$ cat config.mk
export PLATFORM = sky130hd
export DESIGN_NAME = cubic_resampler
export DESIGN_NICKNAME = d
export VERILOG_FILES = /design/src/rtl/core/cr_pkg.sv /design/src/rtl/core/cubic_resampler.sv /design/src/rtl/core/cr_front.sv /design/src/rtl/core/cr_interp.sv /design/src/rtl/core/cr_back.sv
export SDC_FILE = /design/constraint.sdc
export NUM_CORES = 2
export LEC_CHECK = 0
export ABC_AREA = 1
export BUFFER_PORTS_ARGS = -buffer_cell sky130_fd_sc_hd__buf_2
export CAP_MARGIN = 10
export CORE_MARGIN = 4
export CORE_UTILIZATION = 45
export CTS_CLUSTER_DIAMETER = 30
export DETAILED_ROUTE_END_ITERATION = 16
export PLACE_DENSITY_LB_ADDON = 0.2
export SYNTH_ARGS = -nofsm -noshare
export SYNTH_HDL_FRONTEND = slang
export SYNTH_SLANG_ARGS = --single-unit
export TNS_END_PERCENT = 1
$ cat constraint.sdc
create_clock -name clock -period 9.1 [get_ports clock]
set_input_delay 0.455 -clock clock [delete_from_list [all_inputs] [get_ports clock]]
set_output_delay 0.455 -clock clock [all_outputs]
set_load 0.01 [all_outputs]
$ cat src/rtl/core/cr_pkg.sv
`default_nettype none

package cr_pkg;

   localparam int SAMPLE_BITS    = 24;
   localparam int RATE_FRAC_BITS = 16;
   localparam int RATE_BITS      = 19;
   localparam int COUNT_BITS     = 32;
   localparam int CHAN_BITS      = 2;
   localparam int MAX_OUT        = 16;
   localparam int OUT_CNT_BITS   = $clog2(MAX_OUT + 1);
   localparam int ITEM_BITS      = 2 * SAMPLE_BITS;
   // horner accumulator and product widths
   localparam int H_BITS         = SAMPLE_BITS + 8;
   localparam int F_BITS         = RATE_FRAC_BITS + 1;
   localparam int P_BITS         = H_BITS + F_BITS;
   // phase (k * rate) and output count widths
   localparam int X_BITS         = COUNT_BITS + RATE_FRAC_BITS;
   localparam int ACC_BITS       = X_BITS + 6;
   localparam int K_BITS         = COUNT_BITS + 3;
   localparam int RBIT_BITS      = $clog2(RATE_BITS);

   localparam logic [RATE_BITS-1:0] RATE_MIN = RATE_BITS'(1 << (RATE_FRAC_BITS - 2));
   localparam logic [RATE_BITS-1:0] RATE_MAX = RATE_BITS'(4 << RATE_FRAC_BITS);

   typedef enum logic [1:0] {
      CSR_RATE     = 2'd0,
      CSR_FRAMES   = 2'd1,
      CSR_CHANNELS = 2'd2
   } csr_index_type;

   typedef struct packed {
      logic signed [SAMPLE_BITS-1:0] right;
      logic signed [SAMPLE_BITS-1:0] left;
   } item_type;

   typedef enum logic [2:0] {
      BK_IDLE,
      BK_CHECK,
      BK_READ,
      BK_LSTART,
      BK_LWAIT,
      BK_RSTART,
      BK_RWAIT,
      BK_OUT
   } back_state_type;

   typedef enum logic [1:0] {
      IP_IDLE,
      IP_MUL,
      IP_ADD
   } interp_state_type;

   // interp unit request and response
   typedef struct packed {
      logic                          start;
      logic signed [SAMPLE_BITS-1:0] s0;
      logic signed [SAMPLE_BITS-1:0] s1;
      logic signed [SAMPLE_BITS-1:0] s2;
      logic signed [SAMPLE_BITS-1:0] s3;
      logic [RATE_FRAC_BITS-1:0]     frac;
   } interp_req_type;

   typedef struct packed {
      logic                          done;
      logic signed [SAMPLE_BITS-1:0] value;
      logic                          clip;
   } interp_rsp_type;

endpackage

`default_nettype wire

$ cat src/rtl/core/cubic_resampler.sv
`default_nettype none

// cubic_resampler: varispeed stereo resampler with catmull-rom interpolation
//
// req channel: one source frame per item (left and right signed 24-bit samples)
// rsp channel: interpolated output frames; tlast marks the final frame of the
//    clip, tuser flags a frame in which either sample saturated
// csr port: write-only; rate (Q3.16, clamped 0.25..4), frame count, channels
//    (1 = mono on the left lane, right output forced to zero)
// an input item is stored into a four-slot history, then every output frame
// whose neighbors have arrived is produced, at most sixteen per item
// sequence: per output frame, the check step, the history reads, then one pass
// of the shared three-step horner unit per lane, then the output load; an item
// that yields no output passes only the check step. a two-entry input queue
// lets the next item be taken early
// a rate write starts a rebuild of the output position, during which no item
// is taken
// reset: rate 1.0, one frame, stereo, empty history, no clip in progress
// rsp stall: the output register holds its item; the back end waits, the input
// queue fills and then req_tready drops
// once the last frame is out further items are taken and dropped until reset
module cubic_resampler (
   input  wire logic        clock,
   input  wire logic        reset,
   input  wire logic        req_tvalid,
   output logic             req_tready,
   input  wire logic [47:0] req_tdata,   // left_sample, right_sample
   output logic             rsp_tvalid,
   input  wire logic        rsp_tready,
   output logic [47:0]      rsp_tdata,   // out_left, out_right
   output logic             rsp_tlast,   // last_output
   output logic             rsp_tuser,   // clipped
   input  wire logic        csr_we,
   input  wire logic [1:0]  csr_addr,
   input  wire logic [31:0] csr_wdata
);
   import cr_pkg::*;

   logic     item_valid;
   logic     item_pop;
   item_type item;

   // front: accept and queue source frames
   cr_front u_front (
      .clock      (clock),
      .reset      (reset),
      .req_tvalid (req_tvalid),
      .req_tready (req_tready),
      .req_tdata  (req_tdata),
      .item_valid (item_valid),
      .item       (item),
      .item_pop   (item_pop)
   );

   // back: history, phase tracking, interpolation and output register
   cr_back u_back (
      .clock      (clock),
      .reset      (reset),
      .csr_we     (csr_we),
      .csr_addr   (csr_addr),
      .csr_wdata  (csr_wdata),
      .item_valid (item_valid),
      .item       (item),
      .item_pop   (item_pop),
      .rsp_tvalid (rsp_tvalid),
      .rsp_tready (rsp_tready),
      .rsp_tdata  (rsp_tdata),
      .rsp_tlast  (rsp_tlast),
      .rsp_tuser  (rsp_tuser)
   );

endmodule

`default_nettype wire

$ cat src/rtl/core/cr_front.sv
`default_nettype none

module cr_front (
   input  wire logic                         clock,
   input  wire logic                         reset,
   input  wire logic                         req_tvalid,
   output logic                              req_tready,
   input  wire logic [cr_pkg::ITEM_BITS-1:0] req_tdata,
   output logic                              item_valid,
   output cr_pkg::item_type                  item,
   input  wire logic                         item_pop
);
   import cr_pkg::*;

   item_type   queue_ff [2];
   logic       wr_ptr_ff, wr_ptr_in;
   logic       rd_ptr_ff, rd_ptr_in;
   logic [1:0] count_ff, count_in;
   logic       push;
   logic       pop;

   assign req_tready = (count_ff != 2'd2);
   assign push       = req_tvalid && req_tready;
   assign item_valid = (count_ff != 2'd0);
   assign pop        = item_pop && item_valid;
   assign item       = queue_ff[rd_ptr_ff];

   always_comb begin
      wr_ptr_in = wr_ptr_ff ^ push;
      rd_ptr_in = rd_ptr_ff ^ pop;
      count_in  = count_ff + 2'(push) - 2'(pop);
   end

   always_ff @(posedge clock) begin
      if (reset) begin
         wr_ptr_ff <= 1'b0;
         rd_ptr_ff <= 1'b0;
         count_ff  <= 2'd0;
      end else begin
         wr_ptr_ff <= wr_ptr_in;
         rd_ptr_ff <= rd_ptr_in;
         count_ff  <= count_in;
      end
   end

   always_ff @(posedge clock) begin
      if (push) begin
         queue_ff[wr_ptr_ff] <= item_type'(req_tdata);
      end
   end

endmodule

`default_nettype wire

$ cat src/rtl/core/cr_interp.sv
`default_nettype none

module cr_interp (
   input  wire logic                  clock,
   input  wire logic                  reset,
   input  wire cr_pkg::interp_req_type req,
   output cr_pkg::interp_rsp_type     rsp
);
   import cr_pkg::*;

   localparam logic signed [H_BITS-1:0] SMAX = H_BITS'((1 << (SAMPLE_BITS - 1)) - 1);
   localparam logic signed [H_BITS-1:0] SMIN = -SMAX - H_BITS'(1);
   localparam logic signed [P_BITS-1:0] HALF = P_BITS'(1 << (RATE_FRAC_BITS - 1));

   interp_state_type          state_ff, state_in;
   logic [1:0]                round_ff, round_in;
   logic signed [H_BITS-1:0]  a_ff, b_ff, s1x2_ff, h_ff;
   logic signed [P_BITS-1:0]  p_ff;
   logic signed [F_BITS-1:0]  f_ff;
   logic signed [H_BITS-1:0]  x0, x1, x2, x3;
   logic signed [H_BITS-1:0]  coef_a, coef_b, coef_c;
   logic signed [H_BITS-1:0]  addend, h_next, y_full;
   logic signed [P_BITS-1:0]  p_round;
   logic                      done_ff, clip_ff;
   logic signed [SAMPLE_BITS-1:0] value_ff;

   always_comb begin
      x0     = H_BITS'(req.s0);
      x1     = H_BITS'(req.s1);
      x2     = H_BITS'(req.s2);
      x3     = H_BITS'(req.s3);
      coef_a = x2 - x0;
      coef_b = (x0 <<< 1) - (x1 <<< 2) - x1 + (x2 <<< 2) - x3;
      coef_c = x3 - x0 + (x1 <<< 1) + x1 - (x2 <<< 1) - x2;
      case (round_ff)
         2'd0:    addend = b_ff;
         2'd1:    addend = a_ff;
         default: addend = s1x2_ff;
      endcase
      p_round = (p_ff + HALF) >>> RATE_FRAC_BITS;
      h_next  = addend + p_round[H_BITS-1:0];
      y_full  = (h_next + H_BITS'(1)) >>> 1;
   end

   always_comb begin
      state_in = state_ff;
      round_in = round_ff;
      unique case (state_ff)
         IP_IDLE: begin
            if (req.start) begin
               state_in = IP_MUL;
               round_in = 2'd0;
            end
         end
         IP_MUL: state_in = IP_ADD;
         IP_ADD: begin
            if (round_ff == 2'd2) begin
               state_in = IP_IDLE;
            end else begin
               state_in = IP_MUL;
               round_in = round_ff + 2'd1;
            end
         end
         default: state_in = IP_IDLE;
      endcase
   end

   always_ff @(posedge clock) begin
      if (reset) begin
         state_ff <= IP_IDLE;
         round_ff <= 2'd0;
         done_ff  <= 1'b0;
      end else begin
         state_ff <= state_in;
         round_ff <= round_in;
         done_ff  <= (state_ff == IP_ADD) && (round_ff == 2'd2);
      end
   end

   always_ff @(posedge clock) begin
      if (state_ff == IP_IDLE && req.start) begin
         a_ff    <= coef_a;
         b_ff    <= coef_b;
         h_ff    <= coef_c;
         s1x2_ff <= x1 <<< 1;
         f_ff    <= {1'b0, req.frac};
      end
      if (state_ff == IP_MUL) begin
         p_ff <= h_ff * f_ff;
      end
      if (state_ff == IP_ADD) begin
         h_ff <= h_next;
         if (round_ff == 2'd2) begin
            // saturate to the sample range
            if (y_full > SMAX) begin
               value_ff <= SMAX[SAMPLE_BITS-1:0];
               clip_ff  <= 1'b1;
            end else if (y_full < SMIN) begin
               value_ff <= SMIN[SAMPLE_BITS-1:0];
               clip_ff  <= 1'b1;
            end else begin
               value_ff <= y_full[SAMPLE_BITS-1:0];
               clip_ff  <= 1'b0;
            end
         end
      end
   end

   assign rsp.done  = done_ff;
   assign rsp.value = value_ff;
   assign rsp.clip  = clip_ff;

endmodule

`default_nettype wire

$ cat src/rtl/core/cr_back.sv
`default_nettype none

module cr_back (
   input  wire logic                          clock,
   input  wire logic                          reset,
   input  wire logic                          csr_we,
   input  wire logic [1:0]                    csr_addr,
   input  wire logic [cr_pkg::COUNT_BITS-1:0] csr_wdata,
   input  wire logic                          item_valid,
   input  wire cr_pkg::item_type              item,
   output logic                               item_pop,
   output logic                               rsp_tvalid,
   input  wire logic                          rsp_tready,
   output logic [cr_pkg::ITEM_BITS-1:0]       rsp_tdata,
   output logic                               rsp_tlast,
   output logic                               rsp_tuser
);
   import cr_pkg::*;

   // configuration
   logic [RATE_BITS-1:0]  rate_ff;
   logic [COUNT_BITS-1:0] frames_ff;
   logic [CHAN_BITS-1:0]  chans_ff;
   logic [RATE_BITS-1:0]  eff_rate;
   logic                  stereo;

   // clip state
   item_type              hist_mem [4];
   item_type              rdata_ff;
   item_type              s_ff [4];
   logic [COUNT_BITS-1:0] recv_ff;
   logic [COUNT_BITS-1:0] r_ff;
   logic [ACC_BITS-1:0]   acc_ff;
   logic [ACC_BITS-1:0]   kr_ff;
   logic [K_BITS-1:0]     k_ff;
   logic                  clip_done_ff;

   // k * rate rebuild after a rate write
   logic                  mul_busy_ff;
   logic [RBIT_BITS-1:0]  mul_bit_ff;

   back_state_type        state_ff, state_in;
   logic [OUT_CNT_BITS-1:0] out_cnt_ff;
   logic [2:0]            rd_cnt_ff;
   logic [1:0]            slot_ff [4];
   logic [RATE_FRAC_BITS-1:0] frac_ff;
   logic                  last_ff;
   logic                  clip_acc_ff;
   logic signed [SAMPLE_BITS-1:0] yl_ff;
   logic signed [SAMPLE_BITS-1:0] yr_ff;

   logic                  rsp_valid_ff;
   item_type              rsp_data_ff;
   logic                  rsp_last_ff, rsp_clip_ff;

   // check-step signals
   logic [COUNT_BITS-1:0] nm1;
   logic [X_BITS-1:0]     lim, x_limit, phase;
   logic [COUNT_BITS-1:0] frame;
   logic [COUNT_BITS:0]   p1, need;
   logic                  emit_ok, last_now, go;
   logic                  accept, drop, out_load;
   logic [1:0]            cap_idx;
   logic                  ch_right;
   interp_req_type        ireq;
   interp_rsp_type        irsp;

   always_comb begin
      eff_rate = rate_ff;
      if (rate_ff < RATE_MIN) eff_rate = RATE_MIN;
      if (rate_ff > RATE_MAX) eff_rate = RATE_MAX;
      stereo  = (chans_ff != CHAN_BITS'(1));
      nm1     = frames_ff - COUNT_BITS'(1);
      lim     = {nm1, {RATE_FRAC_BITS{1'b0}}};
      x_limit = {frames_ff, {RATE_FRAC_BITS{1'b0}}};
      phase   = (acc_ff < ACC_BITS'(lim)) ? acc_ff[X_BITS-1:0] : lim;
      frame   = phase[X_BITS-1:RATE_FRAC_BITS];
      p1      = {1'b0, frame} + (COUNT_BITS+1)'(1);
      need    = {1'b0, frame} + (COUNT_BITS+1)'(2);
      if (p1 > {1'b0, nm1}) p1 = {1'b0, nm1};
      if (need > {1'b0, nm1}) need = {1'b0, nm1};
      emit_ok  = (k_ff == '0) || (kr_ff + ACC_BITS'(eff_rate) <= ACC_BITS'(x_limit));
      last_now = (kr_ff + ACC_BITS'({eff_rate, 1'b0}) > ACC_BITS'(x_limit));
      go       = (out_cnt_ff < OUT_CNT_BITS'(MAX_OUT)) && emit_ok && (need <= {1'b0, r_ff});
      accept   = (state_ff == BK_IDLE) && item_valid && !mul_busy_ff;
      drop     = clip_done_ff || (frames_ff == '0);
      out_load = (state_ff == BK_OUT) && (!rsp_valid_ff || rsp_tready);
      cap_idx  = 2'(rd_cnt_ff - 3'd1);
      ch_right = (state_ff == BK_RSTART);
   end

   assign item_pop = accept;

   always_comb begin
      ireq.start = (state_ff == BK_LSTART) || (state_ff == BK_RSTART);
      ireq.s0    = ch_right ? s_ff[0].right : s_ff[0].left;
      ireq.s1    = ch_right ? s_ff[1].right : s_ff[1].left;
      ireq.s2    = ch_right ? s_ff[2].right : s_ff[2].left;
      ireq.s3    = ch_right ? s_ff[3].right : s_ff[3].left;
      ireq.frac  = frac_ff;
   end

   cr_interp u_interp (
      .clock (clock),
      .reset (reset),
      .req   (ireq),
      .rsp   (irsp)
   );

   always_comb begin
      state_in = state_ff;
      unique case (state_ff)
         BK_IDLE:   if (accept && !drop) state_in = BK_CHECK;
         BK_CHECK:  state_in = go ? BK_READ : BK_IDLE;
         BK_READ:   if (rd_cnt_ff == 3'd4) state_in = BK_LSTART;
         BK_LSTART: state_in = BK_LWAIT;
         BK_LWAIT:  if (irsp.done) state_in = stereo ? BK_RSTART : BK_OUT;
         BK_RSTART: state_in = BK_RWAIT;
         BK_RWAIT:  if (irsp.done) state_in = BK_OUT;
         BK_OUT: begin
            if (out_load) state_in = last_ff ? BK_IDLE : BK_CHECK;
         end
         default:   state_in = BK_IDLE;
      endcase
   end

   always_ff @(posedge clock) begin
      if (reset) begin
         state_ff     <= BK_IDLE;
         rate_ff      <= RATE_BITS'(1 << RATE_FRAC_BITS);
         frames_ff    <= COUNT_BITS'(1);
         chans_ff     <= CHAN_BITS'(2);
         recv_ff      <= '0;
         acc_ff       <= '0;
         kr_ff        <= '0;
         k_ff         <= '0;
         clip_done_ff <= 1'b0;
         mul_busy_ff  <= 1'b0;
         mul_bit_ff   <= '0;
         out_cnt_ff   <= '0;
         rd_cnt_ff    <= 3'd0;
         rsp_valid_ff <= 1'b0;
      end else begin
         state_ff <= state_in;
         if (csr_we) begin
            unique case (csr_index_type'(csr_addr))
               CSR_RATE: begin
                  rate_ff     <= csr_wdata[RATE_BITS-1:0];
                  mul_busy_ff <= 1'b1;
                  mul_bit_ff  <= '0;
                  kr_ff       <= '0;
               end
               CSR_FRAMES:   frames_ff <= csr_wdata;
               CSR_CHANNELS: chans_ff  <= csr_wdata[CHAN_BITS-1:0];
               default: ;
            endcase
         end
         // shift-add k * rate, one rate bit a cycle while no csr write is made
         if (mul_busy_ff && !csr_we) begin
            if (eff_rate[mul_bit_ff]) begin
               kr_ff <= kr_ff + (ACC_BITS'(k_ff) << mul_bit_ff);
            end
            if (mul_bit_ff == RBIT_BITS'(RATE_BITS - 1)) begin
               mul_busy_ff <= 1'b0;
            end else begin
               mul_bit_ff <= mul_bit_ff + RBIT_BITS'(1);
            end
         end
         if (accept && !drop) begin
            out_cnt_ff <= '0;
            if (recv_ff < frames_ff) begin
               recv_ff <= recv_ff + COUNT_BITS'(1);
            end
         end
         if (state_ff == BK_CHECK) begin
            rd_cnt_ff <= 3'd0;
         end else if (state_ff == BK_READ) begin
            rd_cnt_ff <= rd_cnt_ff + 3'd1;
         end
         if (out_load) begin
            acc_ff     <= acc_ff + ACC_BITS'(eff_rate);
            kr_ff      <= kr_ff + ACC_BITS'(eff_rate);
            k_ff       <= k_ff + K_BITS'(1);
            out_cnt_ff <= out_cnt_ff + OUT_CNT_BITS'(1);
            if (last_ff) clip_done_ff <= 1'b1;
         end
         if (out_load) begin
            rsp_valid_ff <= 1'b1;
         end else if (rsp_tready) begin
            rsp_valid_ff <= 1'b0;
         end
      end
   end

   // history store, one frame of both lanes per slot
   always_ff @(posedge clock) begin
      if (accept && !drop && (recv_ff < frames_ff)) begin
         hist_mem[recv_ff[1:0]] <= '{right: stereo ? item.right : '0, left: item.left};
      end
      rdata_ff <= hist_mem[slot_ff[rd_cnt_ff[1:0]]];
   end

   always_ff @(posedge clock) begin
      if (accept && !drop) begin
         r_ff <= (recv_ff < frames_ff) ? recv_ff : nm1;
      end
      if (state_ff == BK_CHECK) begin
         frac_ff    <= phase[RATE_FRAC_BITS-1:0];
         last_ff    <= last_now;
         slot_ff[0] <= (frame == '0) ? 2'd0 : 2'(frame - COUNT_BITS'(1));
         slot_ff[1] <= frame[1:0];
         slot_ff[2] <= p1[1:0];
         slot_ff[3] <= need[1:0];
      end
      if (state_ff == BK_READ && rd_cnt_ff != 3'd0) begin
         s_ff[cap_idx] <= rdata_ff;
      end
      // lane results wait here so a stalled output item stays intact
      if (state_ff == BK_LWAIT && irsp.done) begin
         yl_ff       <= irsp.value;
         yr_ff       <= '0;
         clip_acc_ff <= irsp.clip;
      end
      if (state_ff == BK_RWAIT && irsp.done) begin
         yr_ff       <= irsp.value;
         clip_acc_ff <= clip_acc_ff | irsp.clip;
      end
      if (out_load) begin
         rsp_data_ff <= '{right: yr_ff, left: yl_ff};
         rsp_last_ff <= last_ff;
         rsp_clip_ff <= clip_acc_ff;
      end
   end

   assign rsp_tvalid = rsp_valid_ff;
   assign rsp_tdata  = rsp_data_ff;
   assign rsp_tlast  = rsp_last_ff;
   assign rsp_tuser  = rsp_clip_ff;

   a_no_out_after_done: assert property (@(posedge clock) disable iff (reset)
      (state_ff == BK_OUT) |-> !clip_done_ff)
      else $error("output pending after clip finished");

   a_burst_bound: assert property (@(posedge clock) disable iff (reset)
      out_cnt_ff <= OUT_CNT_BITS'(MAX_OUT))
      else $error("more than sixteen results for one item");

   a_last_ends_clip: assert property (@(posedge clock) disable iff (reset)
      (out_load && last_ff) |=> clip_done_ff)
      else $error("last output did not finish the clip");

endmodule

`default_nettype wire
==> reports/qor.txt <==
Fmax - 116.1 MHz
Final hold vios - 0
Crit Path Class - reg2reg
Syn Nets - 11,230
Lkg Pwr - 0.04631 µW
Max-cap viol count - 0
Share of cells above drive strength 1 - 0.1075
Startpoint Class - flop
Filler Cell Count - 17,570
Residual DRC count - 0
Max FO, Critical Path - 7
Outcome - finished, final reports clean
Vias in the first global route - 70,280
Grt total ovfl - 0
Initial antenna violation count - 18
Top-Level Pins - 139
Syn Area/Cell - 8.762 µm²
TritonCTS buffer count - 238
Crit-path max cell delay - 0.37 ns
CP arrival - 9.27 ns
CTS tree - done
Slowest CP cell - dfxtp_4
Root buf cell - clkbuf_16
Width of the die - 447.0 µm
Synth Area in XOR/XNOR - 0.04190
Post-synthesis adder-cell area fraction - 0.2368
Worst Clk Skew - 0.1021 ns
Core ar. - 191,000 µm²
Cell taking the most area after synthesis - edfxtp_1
CTS max path bufs - 3
First-pass GRT wire length - 408,100 µm
Clock transition at path regs - 0.05 ns
Normalized max-slew margin - 0.1785
WL/cell - 20.19 µm
Post-synth top flop - edfxtp_1
Worst slew pin tran - 1.228 ns
Port buffer count - 138
Most area-consuming cells after synthesis - edfxtp_1 (28%), fa_1 (15%), ha_1 (8.4%)
Simple logic cell fraction of the synthesized area - 0.1611
RD Place Congestion - 0.9393
Syn Inst Count - 9,897
DIE HEIGHT - 447.0 µm
Complex-gate fraction of the synthesized area - 0.1078
Ys Warns - 0
H-tree level count - 4
Routed via count - 69,260
Mux contribution to synthesized area - 0.005425
Layout area overhead - 17.31%
Hold Path Class - in2reg
Clock sinks - 1,127
Post-synth EDFFs - 821
DRT Pass-1 Iters - 5
Largest net degree at the start of global routing - 84
Peak supply drop - 622.0 µV
CP endpoint kind - flop
WHS - 0.05806 ns
Largest family of logic cells by synthesized area - adder cells
Number of vias per cell - 5.293
Post-synthesis sequential area ratio - 0.3549
Number of synthesized register bits - 1,127
Period utilization - 0.9461
Mapped cell area - 86,720 µm²
Post-DRT Antenna Nets - 0
Final max-slew violation count - 0
HPWL after DPL - 209,300 µm
Overall Global Routing Usage - 0.2641
Fin crit period - 8.610 ns
Final Setup Violations - 0
Cell Pwr Density - 366.1 nW/µm²
Starting Density - 0.4541
Die Area - 199,800 µm²
Post-synthesis cell type count - 78
DR iter-0 viols - 4,743
Routed wire length - 264,200 µm
Synth async-reset ratio - 0
Final Core Density - 0.5327
Clock latency on the worst-skew pair - 0.89 ns
Yosys top cell area share - 0.2843
Nets - 11,680
CP most frequent cell - nand2_1
Worst Path Required - 9.76 ns
Row cnt - 160
-- stage by stage --
| step | area, µm² | std cells | worst slack (ns) | TNS [ns] | total power (µW) |
|---|---|---|---|---|---|
| detailed placement | 91720 | 12520 | 0.2104 | 0 | 28190 |
| finish | 101700 | 13080 | 0.4901 | 0 | 37240 |
| floorplan | 86720 | 9897 | 0.7890 | 0 | 22260 |
| global placement | 91720 | 12520 | 0.2489 | 0 | 28110 |
| CTS | 101100 | 13050 | 0.1235 | 0 | 37520 |
| global route | 101700 | 13080 | -0.08018 | -0.08018 | 40480 |
-- sequential cells by signal, indices dropped and copies added (netlist names), 25 cells and up, named ones only --
register	cells
u_back.rsp_tdata	48
u_back.s_ff	192
u_back.k_ff	35
u_back.u_interp.p_ff	33
u_back.r_ff	32
u_front.queue_ff	96
u_back.u_interp.b_ff	30
u_back.hist_mem	192
u_back.kr_ff	54
u_back.acc_ff	54
u_back.rdata_ff	48
u_back.u_interp.a_ff	25
u_back.recv_ff	32
u_back.frames_ff	32
u_back.u_interp.h_ff	32
-- cell usage after synthesis (6+ instances only) --
cell type / number
a22oi_1: 7
o221ai_1: 13
a21oi_1: 605
clkbuf_1: 297
o31ai_1: 9
o21ai_2: 14
nor3b_1: 8
o21ai_0: 669
o311ai_0: 7
o32ai_1: 50
mux2i_1: 47
nor4_1: 56
o21ai_1: 12
dfxtp_1: 306
and3_1: 8
or2_2: 16
inv_2: 11
o22ai_1: 9
nand4_1: 119
nand2_2: 32
xnor2_1: 129
a31oi_1: 59
buf_2: 8
fa_1: 660
a21o_1: 23
o21a_1: 31
a221oi_1: 10
ha_1: 585
buf_1: 21
a211oi_1: 27
a21boi_0: 7
o21bai_1: 18
o211ai_1: 53
nor2_1: 671
nor3_1: 158
nor2_4: 8
inv_1: 1731
a2111oi_0: 6
nand3b_1: 6
nand3_1: 268
edfxtp_1: 821
nand2_1: 1918
nor2_2: 14
xor2_1: 284
nand2_4: 10
-- layout make-up --
type | count | area (µm²) | area share
flip-flops and latches | 1127 | 30790 | 0.3027
inverters | 1746 | 6559 | 0.06447
multi-input cells | 6686 | 48530 | 0.4770
clock buffers | 265 | 6210 | 0.06104
repair buffers | 550 | 4080 | 0.04011
clock inverters | 191 | 2400 | 0.02359
well taps | 2511 | 3142 | 0.03088
diodes | 8 | 20.02 | 0.0001968
-- final timing paths --
check	cells past startpoint	from	endpoint	slack, ns
max	61	u_back.frames_ff[4]$_SDFFE_PP0P_	u_back.state_ff[1]$_SDFFE_PP0P_	0.49
min	3	csr_wdata[19]	u_back.frames_ff[19]$_SDFFE_PP0P_	0.06
max reg2reg	61	u_back.frames_ff[4]$_SDFFE_PP0P_	u_back.state_ff[1]$_SDFFE_PP0P_	0.49
min reg2reg	0	u_back.yl_ff[1]$_DFFE_PP_	u_back.rsp_tdata[1]$_DFFE_PP_	0.40
-- metal layers --
layer  GRT usage  vias up  wire length [µm]
li1            -    33270                 -
met1      0.3436    33780            112800
met2      0.4503     1775            127800
met3     0.03206      422             13010
met4      0.1021        6             10520
met5           0        -                42
-- power by group --
part           internal (µW)  switching [µW]
Combinational           7430           13000
Sequential              7390             413
Clock                   5850            3160
Total                  20700           16600
-- timing repair --
item,CTS,global route
hold buffers,77,0
resized for setup,0,93
endpoints found under the hold margin,128,0
setup buffers,0,15
endpoints found under the setup margin,0,1
-- placed cells by master, fill, tap and decap left out, drive strengths merged, types with 267 or more instances in the layout --
cell and count:
nand2 1967, inv 1797, edfxtp 821, o21ai 700
nor2 695, fa 660, a21oi 605, ha 585
buf 471, dfxtp 306, xor2 285, nand3 270
clkbuf 267
-- kinds of logic (layout without fill, tap and decap cells) --
family                   count (synthesis)  in the layout
XOR/XNOR                               414            414
other                                    0              8
AND/OR/NAND/NOR                       3318           3322
multiplexers                            47             47
flip-flops                            1127           1127
buffers and inverters                 2088           2752
AO/OA/AOI/OAI                         1658           1658
adder cells (fa/ha/maj)               1245           1245
-- critical path: cells and delay by family (launching register included) --
family,cells,cell delay [ns]
AO/OA/AOI/OAI,12,1.80
XOR/XNOR,2,0.36
adder cells (fa/ha/maj),4,1.02
buffers and inverters,9,1.33
flip-flops,1,0.37
AND/OR/NAND/NOR,34,3.52
Power figures use the tool's default switching activity.
